`config.mk`:
```
export PLATFORM = sky130hd
export DESIGN_NAME = cobs_frame_encoder
export DESIGN_NICKNAME = d
export VERILOG_FILES = /design/src/sv/cfe_pkg.sv /design/src/sv/cfe_dpath.sv /design/src/sv/cfe_ctrl.sv /design/src/sv/cobs_frame_encoder.sv
export SDC_FILE = /design/constraint.sdc
export NUM_CORES = 1
export LEC_CHECK = 0
export BUFFER_PORTS_ARGS = -buffer_cell sky130_fd_sc_hd__buf_2
export CORE_MARGIN = 2
export CORE_UTILIZATION = 50
export DETAILED_ROUTE_END_ITERATION = 10
export PLACE_DENSITY_LB_ADDON = 0.08
export RECOVER_POWER = 25
export SLEW_MARGIN = 20
export SYNTH_ARGS = -nofsm -noshare
export SYNTH_HDL_FRONTEND = slang
export SYNTH_SLANG_ARGS = --single-unit
```
`constraint.sdc`:
```
create_clock -name clk -period 3.65 [get_ports clk]
set_input_delay 0.73 -clock clk [delete_from_list [all_inputs] [get_ports clk]]
set_output_delay 0.73 -clock clk [all_outputs]
set_load 0.02 [all_outputs]
```
`src/sv/cfe_pkg.sv`:
```
`default_nettype none
// ----------------------------------------------------------------------------
// cfe_pkg
// Shared widths, the frame length reset value and control/status structs for the COBS frame
// encoder.
// ----------------------------------------------------------------------------
package cfe_pkg;

	localparam int unsigned BYTE_W = 8;
	localparam int unsigned LEN_W = 6;
	localparam logic [LEN_W-1:0] FRAME_LEN_RST = LEN_W'(4);

	// controller -> datapath
	typedef struct packed {
		logic accept;
		logic emit_code;
		logic emit_data;
		logic emit_delim;
		logic clear_group;
	} cmd_t;

	// datapath -> controller
	typedef struct packed {
		logic is_zero;
		logic is_last;
		logic group_empty;
		logic data_last;
		logic out_free;
	} sts_t;

endpackage

`default_nettype wire

```
`src/sv/cfe_dpath.sv`:
```
`default_nettype none
// ----------------------------------------------------------------------------
// cfe_dpath
// Frame length register, frame position, group buffer memory with registered
// read, and the output word register.
// ----------------------------------------------------------------------------
module cfe_dpath #(
	parameter int unsigned MAX_FRAME = 62
) (
	input  wire                          clk,
	input  wire                          arst_n,
	input  wire                          cfg_wr_en,
	input  wire  [cfe_pkg::LEN_W-1:0]    cfg_wr_data,
	input  wire  [cfe_pkg::BYTE_W-1:0]   data_byte,
	input  wire  cfe_pkg::cmd_t          cmd,
	output cfe_pkg::sts_t                sts,
	output logic                         out_valid,
	input  wire                          out_stall,
	output logic [cfe_pkg::BYTE_W-1:0]   out_byte,
	output logic                         frame_end
);
	import cfe_pkg::*;

	localparam int unsigned CW = $clog2(MAX_FRAME + 1);
	localparam int unsigned AW = (MAX_FRAME > 1) ? $clog2(MAX_FRAME) : 1;

	logic [LEN_W-1:0]  frame_len_q;
	logic [LEN_W-1:0]  pos_q;
	logic [CW-1:0]     count_q;
	logic [CW-1:0]     rd_idx_q;
	logic [BYTE_W-1:0] rd_data_q;
	logic [BYTE_W-1:0] grp_mem [MAX_FRAME];

	logic              out_valid_q;
	logic [BYTE_W-1:0] out_byte_q;
	logic              frame_end_q;

	logic [LEN_W-1:0]  eff_len;
	logic [LEN_W:0]    pos_inc;
	logic              last;
	logic              wr_en;
	logic [CW-1:0]     nxt_idx;
	logic [AW-1:0]     rd_addr;
	logic              out_free;
	logic              load;

	always_comb begin
		if (frame_len_q == '0) begin
			eff_len = LEN_W'(1);
		end else if (frame_len_q > LEN_W'(MAX_FRAME)) begin
			eff_len = LEN_W'(MAX_FRAME);
		end else begin
			eff_len = frame_len_q;
		end
	end

	assign pos_inc  = {1'b0, pos_q} + (LEN_W+1)'(1);
	assign last     = pos_inc >= {1'b0, eff_len};
	assign wr_en    = cmd.accept && (data_byte != '0) && (count_q < CW'(MAX_FRAME));
	assign out_free = !out_valid_q || !out_stall;
	assign load     = cmd.emit_code || cmd.emit_data || cmd.emit_delim;

	always_comb begin
		if (cmd.accept || cmd.clear_group) begin
			nxt_idx = '0;
		end else if (cmd.emit_data) begin
			nxt_idx = rd_idx_q + CW'(1);
		end else begin
			nxt_idx = rd_idx_q;
		end
		rd_addr = (nxt_idx < CW'(MAX_FRAME)) ? AW'(nxt_idx) : '0;
	end

	assign sts.is_zero     = data_byte == '0;
	assign sts.is_last     = last;
	assign sts.group_empty = count_q == '0;
	assign sts.data_last   = ({1'b0, rd_idx_q} + (CW+1)'(1)) == {1'b0, count_q};
	assign sts.out_free    = out_free;

	always_ff @(posedge clk or negedge arst_n) begin
		if (!arst_n) begin
			frame_len_q <= FRAME_LEN_RST;
			pos_q       <= '0;
			count_q     <= '0;
			rd_idx_q    <= '0;
			out_valid_q <= 1'b0;
		end else begin
			if (cfg_wr_en) begin
				frame_len_q <= cfg_wr_data;
			end
			if (cmd.accept) begin
				pos_q <= last ? '0 : pos_inc[LEN_W-1:0];
			end
			if (cmd.clear_group) begin
				count_q <= '0;
			end else if (wr_en) begin
				count_q <= count_q + CW'(1);
			end
			rd_idx_q <= nxt_idx;
			if (load) begin
				out_valid_q <= 1'b1;
			end else if (!out_stall) begin
				out_valid_q <= 1'b0;
			end
		end
	end

	always_ff @(posedge clk) begin
		if (wr_en) begin
			grp_mem[AW'(count_q)] <= data_byte;
		end
		rd_data_q <= grp_mem[rd_addr];
		if (cmd.emit_code) begin
			out_byte_q  <= BYTE_W'(count_q) + BYTE_W'(1);
			frame_end_q <= 1'b0;
		end else if (cmd.emit_data) begin
			out_byte_q  <= rd_data_q;
			frame_end_q <= 1'b0;
		end else if (cmd.emit_delim) begin
			out_byte_q  <= '0;
			frame_end_q <= 1'b1;
		end
	end

	assign out_valid = out_valid_q;
	assign out_byte  = out_byte_q;
	assign frame_end = frame_end_q;

	a_count_bound: assert property (@(posedge clk) disable iff (!arst_n)
		count_q <= CW'(MAX_FRAME))
		else $error("group count above buffer depth");

	a_idx_bound: assert property (@(posedge clk) disable iff (!arst_n)
		cmd.emit_data |-> rd_idx_q < count_q)
		else $error("group read past its fill");

	a_load_free: assert property (@(posedge clk) disable iff (!arst_n)
		load |-> out_free)
		else $error("output word overwritten while stalled");

endmodule

`default_nettype wire

```
`src/sv/cfe_ctrl.sv`:
```
`default_nettype none
// ----------------------------------------------------------------------------
// cfe_ctrl
// Sequencer: takes one input word at a time and walks each group flush
// (code, data words) and the trailing delimiter.
// ----------------------------------------------------------------------------
module cfe_ctrl (
	input  wire                  clk,
	input  wire                  arst_n,
	input  wire                  in_valid,
	output logic                 in_stall,
	input  wire  cfe_pkg::sts_t  sts,
	output cfe_pkg::cmd_t        cmd
);
	import cfe_pkg::*;

	localparam logic [1:0] ST_IDLE  = 2'd0;
	localparam logic [1:0] ST_CODE  = 2'd1;
	localparam logic [1:0] ST_DATA  = 2'd2;
	localparam logic [1:0] ST_DELIM = 2'd3;

	logic [1:0] state_q, state_d;
	logic       more_q, more_d;
	logic       end_q, end_d;
	logic       flush_done;

	assign in_stall = state_q != ST_IDLE;

	always_comb begin
		cmd        = '0;
		state_d    = state_q;
		more_d     = more_q;
		end_d      = end_q;
		flush_done = 1'b0;
		case (state_q)
			ST_IDLE: begin
				if (in_valid) begin
					cmd.accept = 1'b1;
					if (sts.is_zero) begin
						more_d  = sts.is_last;
						end_d   = sts.is_last;
						state_d = ST_CODE;
					end else if (sts.is_last) begin
						more_d  = 1'b0;
						end_d   = 1'b1;
						state_d = ST_CODE;
					end
				end
			end
			ST_CODE: begin
				if (sts.out_free) begin
					cmd.emit_code = 1'b1;
					if (sts.group_empty) begin
						cmd.clear_group = 1'b1;
						flush_done      = 1'b1;
					end else begin
						state_d = ST_DATA;
					end
				end
			end
			ST_DATA: begin
				if (sts.out_free) begin
					cmd.emit_data = 1'b1;
					if (sts.data_last) begin
						cmd.clear_group = 1'b1;
						flush_done      = 1'b1;
					end
				end
			end
			ST_DELIM: begin
				if (sts.out_free) begin
					cmd.emit_delim = 1'b1;
					end_d          = 1'b0;
					state_d        = ST_IDLE;
				end
			end
			default: begin
				state_d = ST_IDLE;
			end
		endcase
		if (flush_done) begin
			if (more_q) begin
				more_d  = 1'b0;
				state_d = ST_CODE;
			end else if (end_q) begin
				state_d = ST_DELIM;
			end else begin
				state_d = ST_IDLE;
			end
		end
	end

	always_ff @(posedge clk or negedge arst_n) begin
		if (!arst_n) begin
			state_q <= ST_IDLE;
			more_q  <= 1'b0;
			end_q   <= 1'b0;
		end else begin
			state_q <= state_d;
			more_q  <= more_d;
			end_q   <= end_d;
		end
	end

	a_last_flushes: assert property (@(posedge clk) disable iff (!arst_n)
		(cmd.accept && sts.is_last) |=> state_q == ST_CODE && end_q)
		else $error("final word did not start the closing flush");

	a_one_emit: assert property (@(posedge clk) disable iff (!arst_n)
		$onehot0({cmd.emit_code, cmd.emit_data, cmd.emit_delim, cmd.accept}))
		else $error("conflicting datapath commands");

	a_more_implies_end: assert property (@(posedge clk) disable iff (!arst_n)
		more_q |-> end_q)
		else $error("second flush pending without delimiter");

endmodule

`default_nettype wire

```
`src/sv/cobs_frame_encoder.sv`:
```
`default_nettype none
// ----------------------------------------------------------------------------
// cobs_frame_encoder
// COBS encoder for fixed-length frames: stuffed bytes out, zero delimiter
// flagged with frame_end.
// ----------------------------------------------------------------------------
// One input word at a time. A nonzero byte that does not end the frame is
// accepted and in_stall stays low. A zero byte stalls the input while the
// open group drains through the output register: one code word plus one word
// per buffered byte, one per cycle while out_stall is low. The last byte of a
// frame adds the final group (code plus its bytes) and the delimiter; a zero
// as the last byte adds an empty group (code 1) before the delimiter. The
// drain rate is set by the single read port of the group buffer. frame_len
// is written through cfg_wr_en/cfg_wr_data; the user must write it only while
// idle; the block itself does not enforce this. A frame_len of zero acts as 1
// and values above MAX_FRAME act as MAX_FRAME.
// ----------------------------------------------------------------------------
module cobs_frame_encoder #(
	parameter int unsigned MAX_FRAME = 62
) (
	input  wire                          clk,
	input  wire                          arst_n,
	input  wire                          cfg_wr_en,
	input  wire  [cfe_pkg::LEN_W-1:0]    cfg_wr_data,
	input  wire                          in_valid,
	output logic                         in_stall,
	input  wire  [cfe_pkg::BYTE_W-1:0]   data_byte,
	output logic                         out_valid,
	input  wire                          out_stall,
	output logic [cfe_pkg::BYTE_W-1:0]   out_byte,
	output logic                         frame_end
);
	import cfe_pkg::*;

	cmd_t cmd;
	sts_t sts;

	cfe_ctrl u_ctrl (
		.clk      (clk),
		.arst_n   (arst_n),
		.in_valid (in_valid),
		.in_stall (in_stall),
		.sts      (sts),
		.cmd      (cmd)
	);

	cfe_dpath #(
		.MAX_FRAME (MAX_FRAME)
	) u_dpath (
		.clk         (clk),
		.arst_n      (arst_n),
		.cfg_wr_en   (cfg_wr_en),
		.cfg_wr_data (cfg_wr_data),
		.data_byte   (data_byte),
		.cmd         (cmd),
		.sts         (sts),
		.out_valid   (out_valid),
		.out_stall   (out_stall),
		.out_byte    (out_byte),
		.frame_end   (frame_end)
	);

endmodule

`default_nettype wire
```
==> Word level (Yosys, flattened, before mapping) <==
Memory sizes are Yosys's and may differ from the RTL's. A register that Yosys moved wholly into a read port is not among the register bits.
Index checks and enable logic that the tools add are counted.
{ "word_totals": {"reg_bits": 38, "ram_bits": 496, "in_bits": 19, "out_inout_bits": 11, "elab_cells": 101, "n_memories": 1} }
{ "classes": {"add_sub_neg": 5, "magnitude_cmp": 4, "n_eq_ne": 13, "n_mux": 47, "reduce_logical": 21} }
{ "mem_list": {"columns": ["memory", "depth", "width", "rd", "rd_clocked_by_memory_dff", "wr", "line_no", "text"], "rows": [
  ["u_dpath.grp_mem", 62, 8, 1, 1, 1, "cfe_dpath.sv:32", "logic [BYTE_W-1:0] grp_mem [MAX_FRAME];"]
]} }
{ "ops": {"columns": ["cell", "n"], "rows": [
  ["$mux W6", 8],
  ["$mux W1", 24],
  ["$mux W8", 3],
  ["$add A6 B1 Y7 const B", 3],
  ["$mux W2", 9],
  ["$add A6 B1 Y6 const B", 2],
  ["$logic_not A6 Y1", 2],
  ["$lt A6 B6 Y1 const B", 2],
  ["$ne A3 B2 Y1 const B", 3],
  ["$logic_not A8 Y1", 1],
  ["$reduce_bool A8 Y1", 1],
  ["$eq A7 B6 Y1", 1],
  ["$ge A7 B6 Y1", 1],
  ["$gt A6 B6 Y1 const B", 1],
  ["$ne A3 B1 Y1 const B", 2],
  ["$pmux W2 S3", 1],
  ["$reduce_and A6 Y1", 1],
  ["$reduce_bool A2 Y1", 3],
  ["$eq A2 B2 Y1 const B", 2],
  ["$logic_or A1 B1 Y1", 4],
  ["$ne A2 B1 Y1 const B", 2],
  ["$ne A4 B2 Y1 const B", 1],
  ["$pmux W1 S2", 2],
  ["$reduce_and A4 Y1", 1],
  ["other kinds (8)", 10]
]} }

==> Logic depth before layout (Yosys ltp) <==
{ "depth": {"depth_word": 10, "depth_mapped": 16, "mapped_depth_nobuf": 14} }

==> Hierarchy <==
From an unflattened synthesis, not the netlist that was laid out.
{ "unflattened": {"hier_cells": 1593, "area_unflattened_um2": 22713.0} }
{ "modules_own_cells": {"columns": ["module", "instances", "cells_each", "area_each_um2", "seq_area_each_um2"], "rows": [
  ["cfe_dpath", 1, 1551, 22337.7, 15941.5],
  ["cfe_ctrl", 1, 42, 375.4, 100.1]
]} }

==> Worst setup path before layout <==
No wires, ideal clock.
{ "synth_timing": {"path_kind": "register to register", "start": "register u_dpath.frame_len_q[2]", "end": "register u_ctrl.state_q[0]", "setup_ns": 0.140, "t_arrival_ns": 3.258, "required_time_ns": 3.510, "path_slack_ns": 0.253, "stages_incl_launch_ff": 15, "n_path_buf": 0, "period_less_slack_ns": 3.397, "cell_sequence": "dfstp_2 -> inv_1 -> o41ai_1 -> nand2_1 -> ha_1 -> nand2b_1 -> a21o_1 -> a21o_1 -> a21o_1 -> a21o_1 -> a211oi_1 -> nand2_1 -> a22oi_1 -> a221oi_1 -> mux2i_1"} }
{ "synth_via": {"elab_chain_cells": 6, "elab_cells_between_ends": 7, "cone_classes": "2 x order compare; 1 x eq/ne; 2 x mux; 2 x reduce/logical"} }
{ "synth_rtl": {"columns": ["element", "line_no", "text"], "rows": [
  ["start: declaration", "cfe_dpath.sv:27", "logic [LEN_W-1:0] frame_len_q;"],
  ["start signal: assignment", "cfe_dpath.sv:89", "frame_len_q <= cfg_wr_data;"],
  ["$gt A6 B6 Y1", "cfe_dpath.sv:50", "end else if (frame_len_q > LEN_W'(MAX_FRAME)) begin"],
  ["$mux W6", "cfe_dpath.sv:50", null],
  ["$mux W6 (*)", "cfe_dpath.sv:48", "if (frame_len_q == '0) begin"],
  ["$ge A7 B6 Y1 (*)", "cfe_dpath.sv:58", "assign last = pos_inc >= {1'b0, eff_len};"],
  ["$ne A4 B2 Y1 (no source line) (*)", null, null],
  ["$reduce_and A6 Y1 (no source line) (*)", null, null],
  ["end signal: assignment", "cfe_ctrl.sv:99", "state_q <= state_d;"],
  ["end: declaration", "cfe_ctrl.sv:22", "logic [1:0] state_q, state_d;"]
]} }
Mark *: on every way between the ends. The rest lies on a longest branch, timed or not.
A chain may end at the register's enable or synchronous reset.

==> Worst setup path in the final report <==
{ "layout_timing": {"start": "register u_dpath.count_q[4]", "end": "register u_dpath.rd_data_q[1] (read register of u_dpath.grp_mem)"} }
{ "layout_via": {"elab_chain_cells": 8, "elab_cells_between_ends": 11, "cone_classes": "1 x order compare; 1 x eq/ne; 7 x mux; 2 x reduce/logical"} }
{ "layout_rtl": {"columns": ["element", "line_no", "text"], "rows": [
  ["start: declaration", "cfe_dpath.sv:29", "logic [CW-1:0] count_q;"],
  ["start signal: assignment", "cfe_dpath.sv:97", "count_q <= count_q + CW'(1);"],
  ["$eq A7 B6 Y1 or $logic_not A6 Y1 (tied branches)", "cfe_dpath.sv:77, cfe_dpath.sv:76", null],
  ["$mux W1 (on tied branches)", "cfe_ctrl.sv:64, cfe_ctrl.sv:53", null],
  ["$mux W1 (on tied branches)", "cfe_ctrl.sv:62, cfe_ctrl.sv:51", null],
  ["$pmux W1 S2 (*)", "cfe_ctrl.sv:35", "case (state_q)"],
  ["$logic_or A1 B1 Y1 (*)", "cfe_dpath.sv:64", "if (cmd.accept || cmd.clear_group) begin"],
  ["$mux W6 (*)", "cfe_dpath.sv:64", null],
  ["$lt A6 B6 Y1", "cfe_dpath.sv:71", "rd_addr = (nxt_idx < CW'(MAX_FRAME)) ? AW'(nxt_idx) : '0;"],
  ["$mux W6 (*)", "cfe_dpath.sv:71", null],
  ["end: declaration", "cfe_dpath.sv:31", "logic [BYTE_W-1:0] rd_data_q;"]
]} }
Marks and branches as above.

==> PnR_summary.wiki <==
{| class="wikitable"
! Metric !! Value
|-
| Result of the run || complete, but fails checks
|-
| Failing checks || max-capacitance violations, max-slew violations
|-
| Final period utilization || 97.1%
|-
| R2R depth || 14
|-
| Boundary Pins || 30
|-
| Path type of the worst setup path || register to register
|-
| Register-to-register path setup slack || 0.10 ns
|-
| TritonCTS Buffers || 56
|-
| Maximum fanout along the worst path || 18
|-
| Synthesized-area fraction occupied by adder cells || 0.837%
|-
| HPWL reported at the end of detailed placement || 38.5 mm
|-
| Final Hold Viols || 0
|-
| HP Class || primary input to register
|-
| Source of the worst register-to-register timing path || u_dpath.count_q[4]
|-
| Aggregate negative setup slack || 0 ns
|-
| RR Endpoint || u_dpath.rd_data_q[1]
|-
| Pwr per Cell Area || 718 nW/um^2
|-
| Hold buffers post-CTS || 0
|-
| Period minus WS final || 3.55 ns
|-
| Yosys Warn Count || 0
|-
| Die area || 46600 um^2
|-
| Slew HR || -95.2%
|-
| First-iteration detailed-routing DRC count || 1338
|-
| H-tree levels || 2
|-
| Async S/R FF share, synth || 5.35%
|-
| Wire length per cell after detailed routing || 25.4 um
|-
| Upper clock frequency limit || 282 MHz
|-
| Critical Path Start || u_dpath.count_q[4]
|-
| Complex-gate fraction of the synthesized area || 9.74%
|-
| Top post-synthesis cells by area || sky130_fd_sc_hd__edfxtp_1, sky130_fd_sc_hd__nand2_1, sky130_fd_sc_hd__dfrtp_1
|-
| CTS Root Buffer Type || sky130_fd_sc_hd__clkbuf_16
|-
| Actual slew at the worst max-slew pin || 2.93 ns
|-
| Width of the die || 216 um
|-
| Drt first pass iters || 7
|-
| Via count of the first global-routing pass || 14200
|-
| Clk sinks || 542
|-
| Multi-input combinational cell area || 6150 um^2
|-
| Final Wtd Congestion || 0.954
|-
| CTS tree || yes
|-
| Reported leakage power || 9.61 nW
|-
| Worst setup EP type || register
|-
| Clk_skew || 0.0139 ns
|-
| Die extent in y || 216 um
|-
| Most numerous cell types in the synthesized netlist || sky130_fd_sc_hd__edfxtp_1, sky130_fd_sc_hd__nand2_1, sky130_fd_sc_hd__a21oi_1
|-
| Total setup violations reported at the end of the flow || 0
|-
| Number of diodes added for antenna fixing || 0
|-
| Combined area of all synthesized cells || 22400 um^2
|-
| PortBufs || 29
|-
| Util after Layout || 60.5%
|-
| Initial standard-cell utilization of the core || 50.7%
|-
| Data required, critical path || 4.13 ns
|-
| Number of instances in the synthesized netlist || 1666
|-
| Post-synthesis simple-gate area fraction || 11.4%
|-
| Post-Synth XOR/XNOR Area || 0.937%
|-
| Final-layout fill cell count || 3460
|-
| Sequential-to-total area share from yosys stat || 71.5%
|-
| Fraction of layout cells with a size suffix above 1 || 19.5%
|-
| Placement Rows || 77
|-
| Proportion of synthesized area in mux cells || 2.99%
|-
| Flop and latch count out of synthesis || 542
|-
| Routed wire length || 62.8 mm
|-
| Data arrival time of the critical path || 4.02 ns
|-
| Most common flop cell mapped by yosys || sky130_fd_sc_hd__edfxtp_1
|-
| Library cells used by synthesis || 75
|-
| Final layout net count || 1875
|-
| Core ar. || 44200 um^2
|-
| Number of antenna violations at the first check in global routing || 1
|-
| Remaining DRCs || 0
|-
| Average vias per placed instance || 5.90
|-
| Reported max-cap violation count || 7
|-
| Clock-pin slew of the registers on the worst-case setup and hold paths || 0.06 ns
|-
| Max-slew violation count || 345
|-
| Total grt overflow || 0
|-
| Total vias in the final route || 14600
|-
| Overall power consumption || 19.2 mW
|-
| Most repeated cell in the gate-level netlist after synthesis || sky130_fd_sc_hd__edfxtp_1
|-
| Main combinational cell family by area after synthesis || simple AND/OR/NAND/NOR gates
|-
| Pin count of the biggest net entering global routing || 63
|-
| Startpoint class of the critical path || register
|-
| Post-Syn Nets || 1700
|-
| Cell taking the most area after synthesis || sky130_fd_sc_hd__edfxtp_1
|-
| Worst-Skew Late Latency || 0.62 ns
|-
| Peak supply drop || 0.447 mV
|-
| Number of flops mapped to enable cells by yosys || 504
|-
| Routed Antenna Nets || 0
|-
| Post-synth top area share || 67.5%
|-
| Critical path destination || u_dpath.rd_data_q[1]
|-
| Sequential cell area || 16000 um^2
|-
| Tot GR Track Use || 26.6%
|-
| Post-synthesis to final-layout area growth || 19.2%
|-
| First-pass GRT wire length || 91.8 mm
|-
| Clk buf depth || 3
|-
| Syn Area/Cell || 13.5 um^2
|}
==> registers in the layout, summed over array words and instances (netlist names) <==
register,flops
u_ctrl.end_q,1
u_ctrl.more_q,1
u_ctrl.state_q,2
u_dpath.count_q,6
u_dpath.frame_end,1
u_dpath.frame_len_q,6
u_dpath.grp_mem,496
u_dpath.out_byte,8
u_dpath.out_valid,1
u_dpath.pos_q,6
u_dpath.rd_data_q,8
u_dpath.rd_idx_q,6
==> placed cells by master, fill, tap and decap left out, types with 22 or more instances in the layout <==
| cell type | synthesis | layout |
|---|---|---|
| sky130_fd_sc_hd__edfxtp_1 | 504 | 504 |
| sky130_fd_sc_hd__nand2_1 | 303 | 303 |
| sky130_fd_sc_hd__buf_4 | 15 | 150 |
| sky130_fd_sc_hd__a21oi_1 | 110 | 110 |
| sky130_fd_sc_hd__nor2_1 | 108 | 107 |
| sky130_fd_sc_hd__nand3_1 | 75 | 75 |
| sky130_fd_sc_hd__clkbuf_16 | 0 | 61 |
| sky130_fd_sc_hd__mux2i_1 | 50 | 50 |
| sky130_fd_sc_hd__a22oi_1 | 32 | 32 |
| sky130_fd_sc_hd__o21ai_0 | 29 | 28 |
| sky130_fd_sc_hd__dfrtp_1 | 28 | 28 |
| sky130_fd_sc_hd__nand4_1 | 25 | 25 |
| sky130_fd_sc_hd__a31oi_1 | 28 | 23 |
| sky130_fd_sc_hd__buf_2 | 35 | 22 |
==> where the power goes <==
| group | internal (mW) | total [mW] | switching (mW) |
|---|---|---|---|
| Clock | 3.50 | 5.89 | 2.39 |
| Combinational | 2.38 | 6.10 | 3.72 |
| Sequential | 7.05 | 7.23 | 0.176 |
| Total | 12.9 | 19.2 | 6.28 |
==> metrics by stage <==
stage / cell area [um^2] / hold slack, ns / instances / worst slack, ns
2_1_floorplan: 22400 / 0.434 / 1666 / 0.253
3_3_place_gp: 24300 / 0.456 / 2355 / -0.281
3_5_place_dp: 24300 / 0.460 / 2355 / -0.311
4_1_cts: 26300 / 0.173 / 2462 / 0.00682
5_1_grt: 26700 / 0.324 / 2478 / -0.0396
6_report: 26700 / 0.332 / 2478 / 0.105
==> worst max-delay path: stages, from the launching register on <==
cell                       delay, ns
sky130_fd_sc_hd__dfrtp_1        0.39
sky130_fd_sc_hd__buf_4          0.19
sky130_fd_sc_hd__or3_1          0.51
sky130_fd_sc_hd__o41ai_4        0.39
sky130_fd_sc_hd__nor2_1         0.12
sky130_fd_sc_hd__buf_4          0.16
sky130_fd_sc_hd__o21ai_2        0.08
sky130_fd_sc_hd__nor2_4         0.07
sky130_fd_sc_hd__buf_12         0.15
sky130_fd_sc_hd__buf_12         0.16
sky130_fd_sc_hd__a211oi_2       0.36
sky130_fd_sc_hd__nor4_2         0.11
sky130_fd_sc_hd__a31oi_1        0.31
sky130_fd_sc_hd__and4b_1        0.33
sky130_fd_sc_hd__a41oi_1        0.06
==> timing repair <==
item,4_1_cts,5_1_grt
hold endpoints to repair,0,0
pin swaps,2,12
endpoints found under the setup margin,7,8
setup buffers,2,12
gates cloned,2,4
gates resized for setup,21,34
==> final cells by class <==
type | instances | share of cell area, %
clock inverters | 36 | 1.61
multi-input cells | 1015 | 23.0
well taps | 592 | 2.77
flip-flops and latches | 542 | 60.0
inverters | 14 | 0.197
repair buffers | 212 | 6.94
clock buffers | 67 | 5.47
==> logic make-up (layout without fill, tap and decap cells) <==
| family | Yosys count | in the layout |
|---|---|---|
| simple gates | 578 | 579 |
| flops | 542 | 542 |
| compound gates | 332 | 332 |
| buf+inv | 110 | 329 |
| mux | 65 | 65 |
| xor+xnor | 24 | 24 |
| fa+ha+maj | 15 | 15 |
==> how the worst min path moves through the flow <==
stage	start	endpoint	slack, ns	depth (start not counted)
2_1_floorplan	arst_n	u_ctrl.end_q	0.43	0
3_3_place_gp	u_dpath.frame_end	u_dpath.frame_end	0.46	2
3_5_place_dp	u_dpath.frame_end	u_dpath.frame_end	0.46	2
4_1_cts	arst_n	u_ctrl.more_q	0.17	1
5_1_grt	cfg_wr_data[3]	u_dpath.frame_len_q[3]	0.32	3
6_report	cfg_wr_data[3]	u_dpath.frame_len_q[3]	0.33	3
==> routing by layer <==
metal	vias up	track usage, %	part of all wire (%)
met5	-	0	0
met4	0	8.78	3.5
met3	123	5.17	7.3
met2	549	42.4	47
met1	7314	37.1	42
li1	6638	-	-
Power figures use the tool's default switching activity.
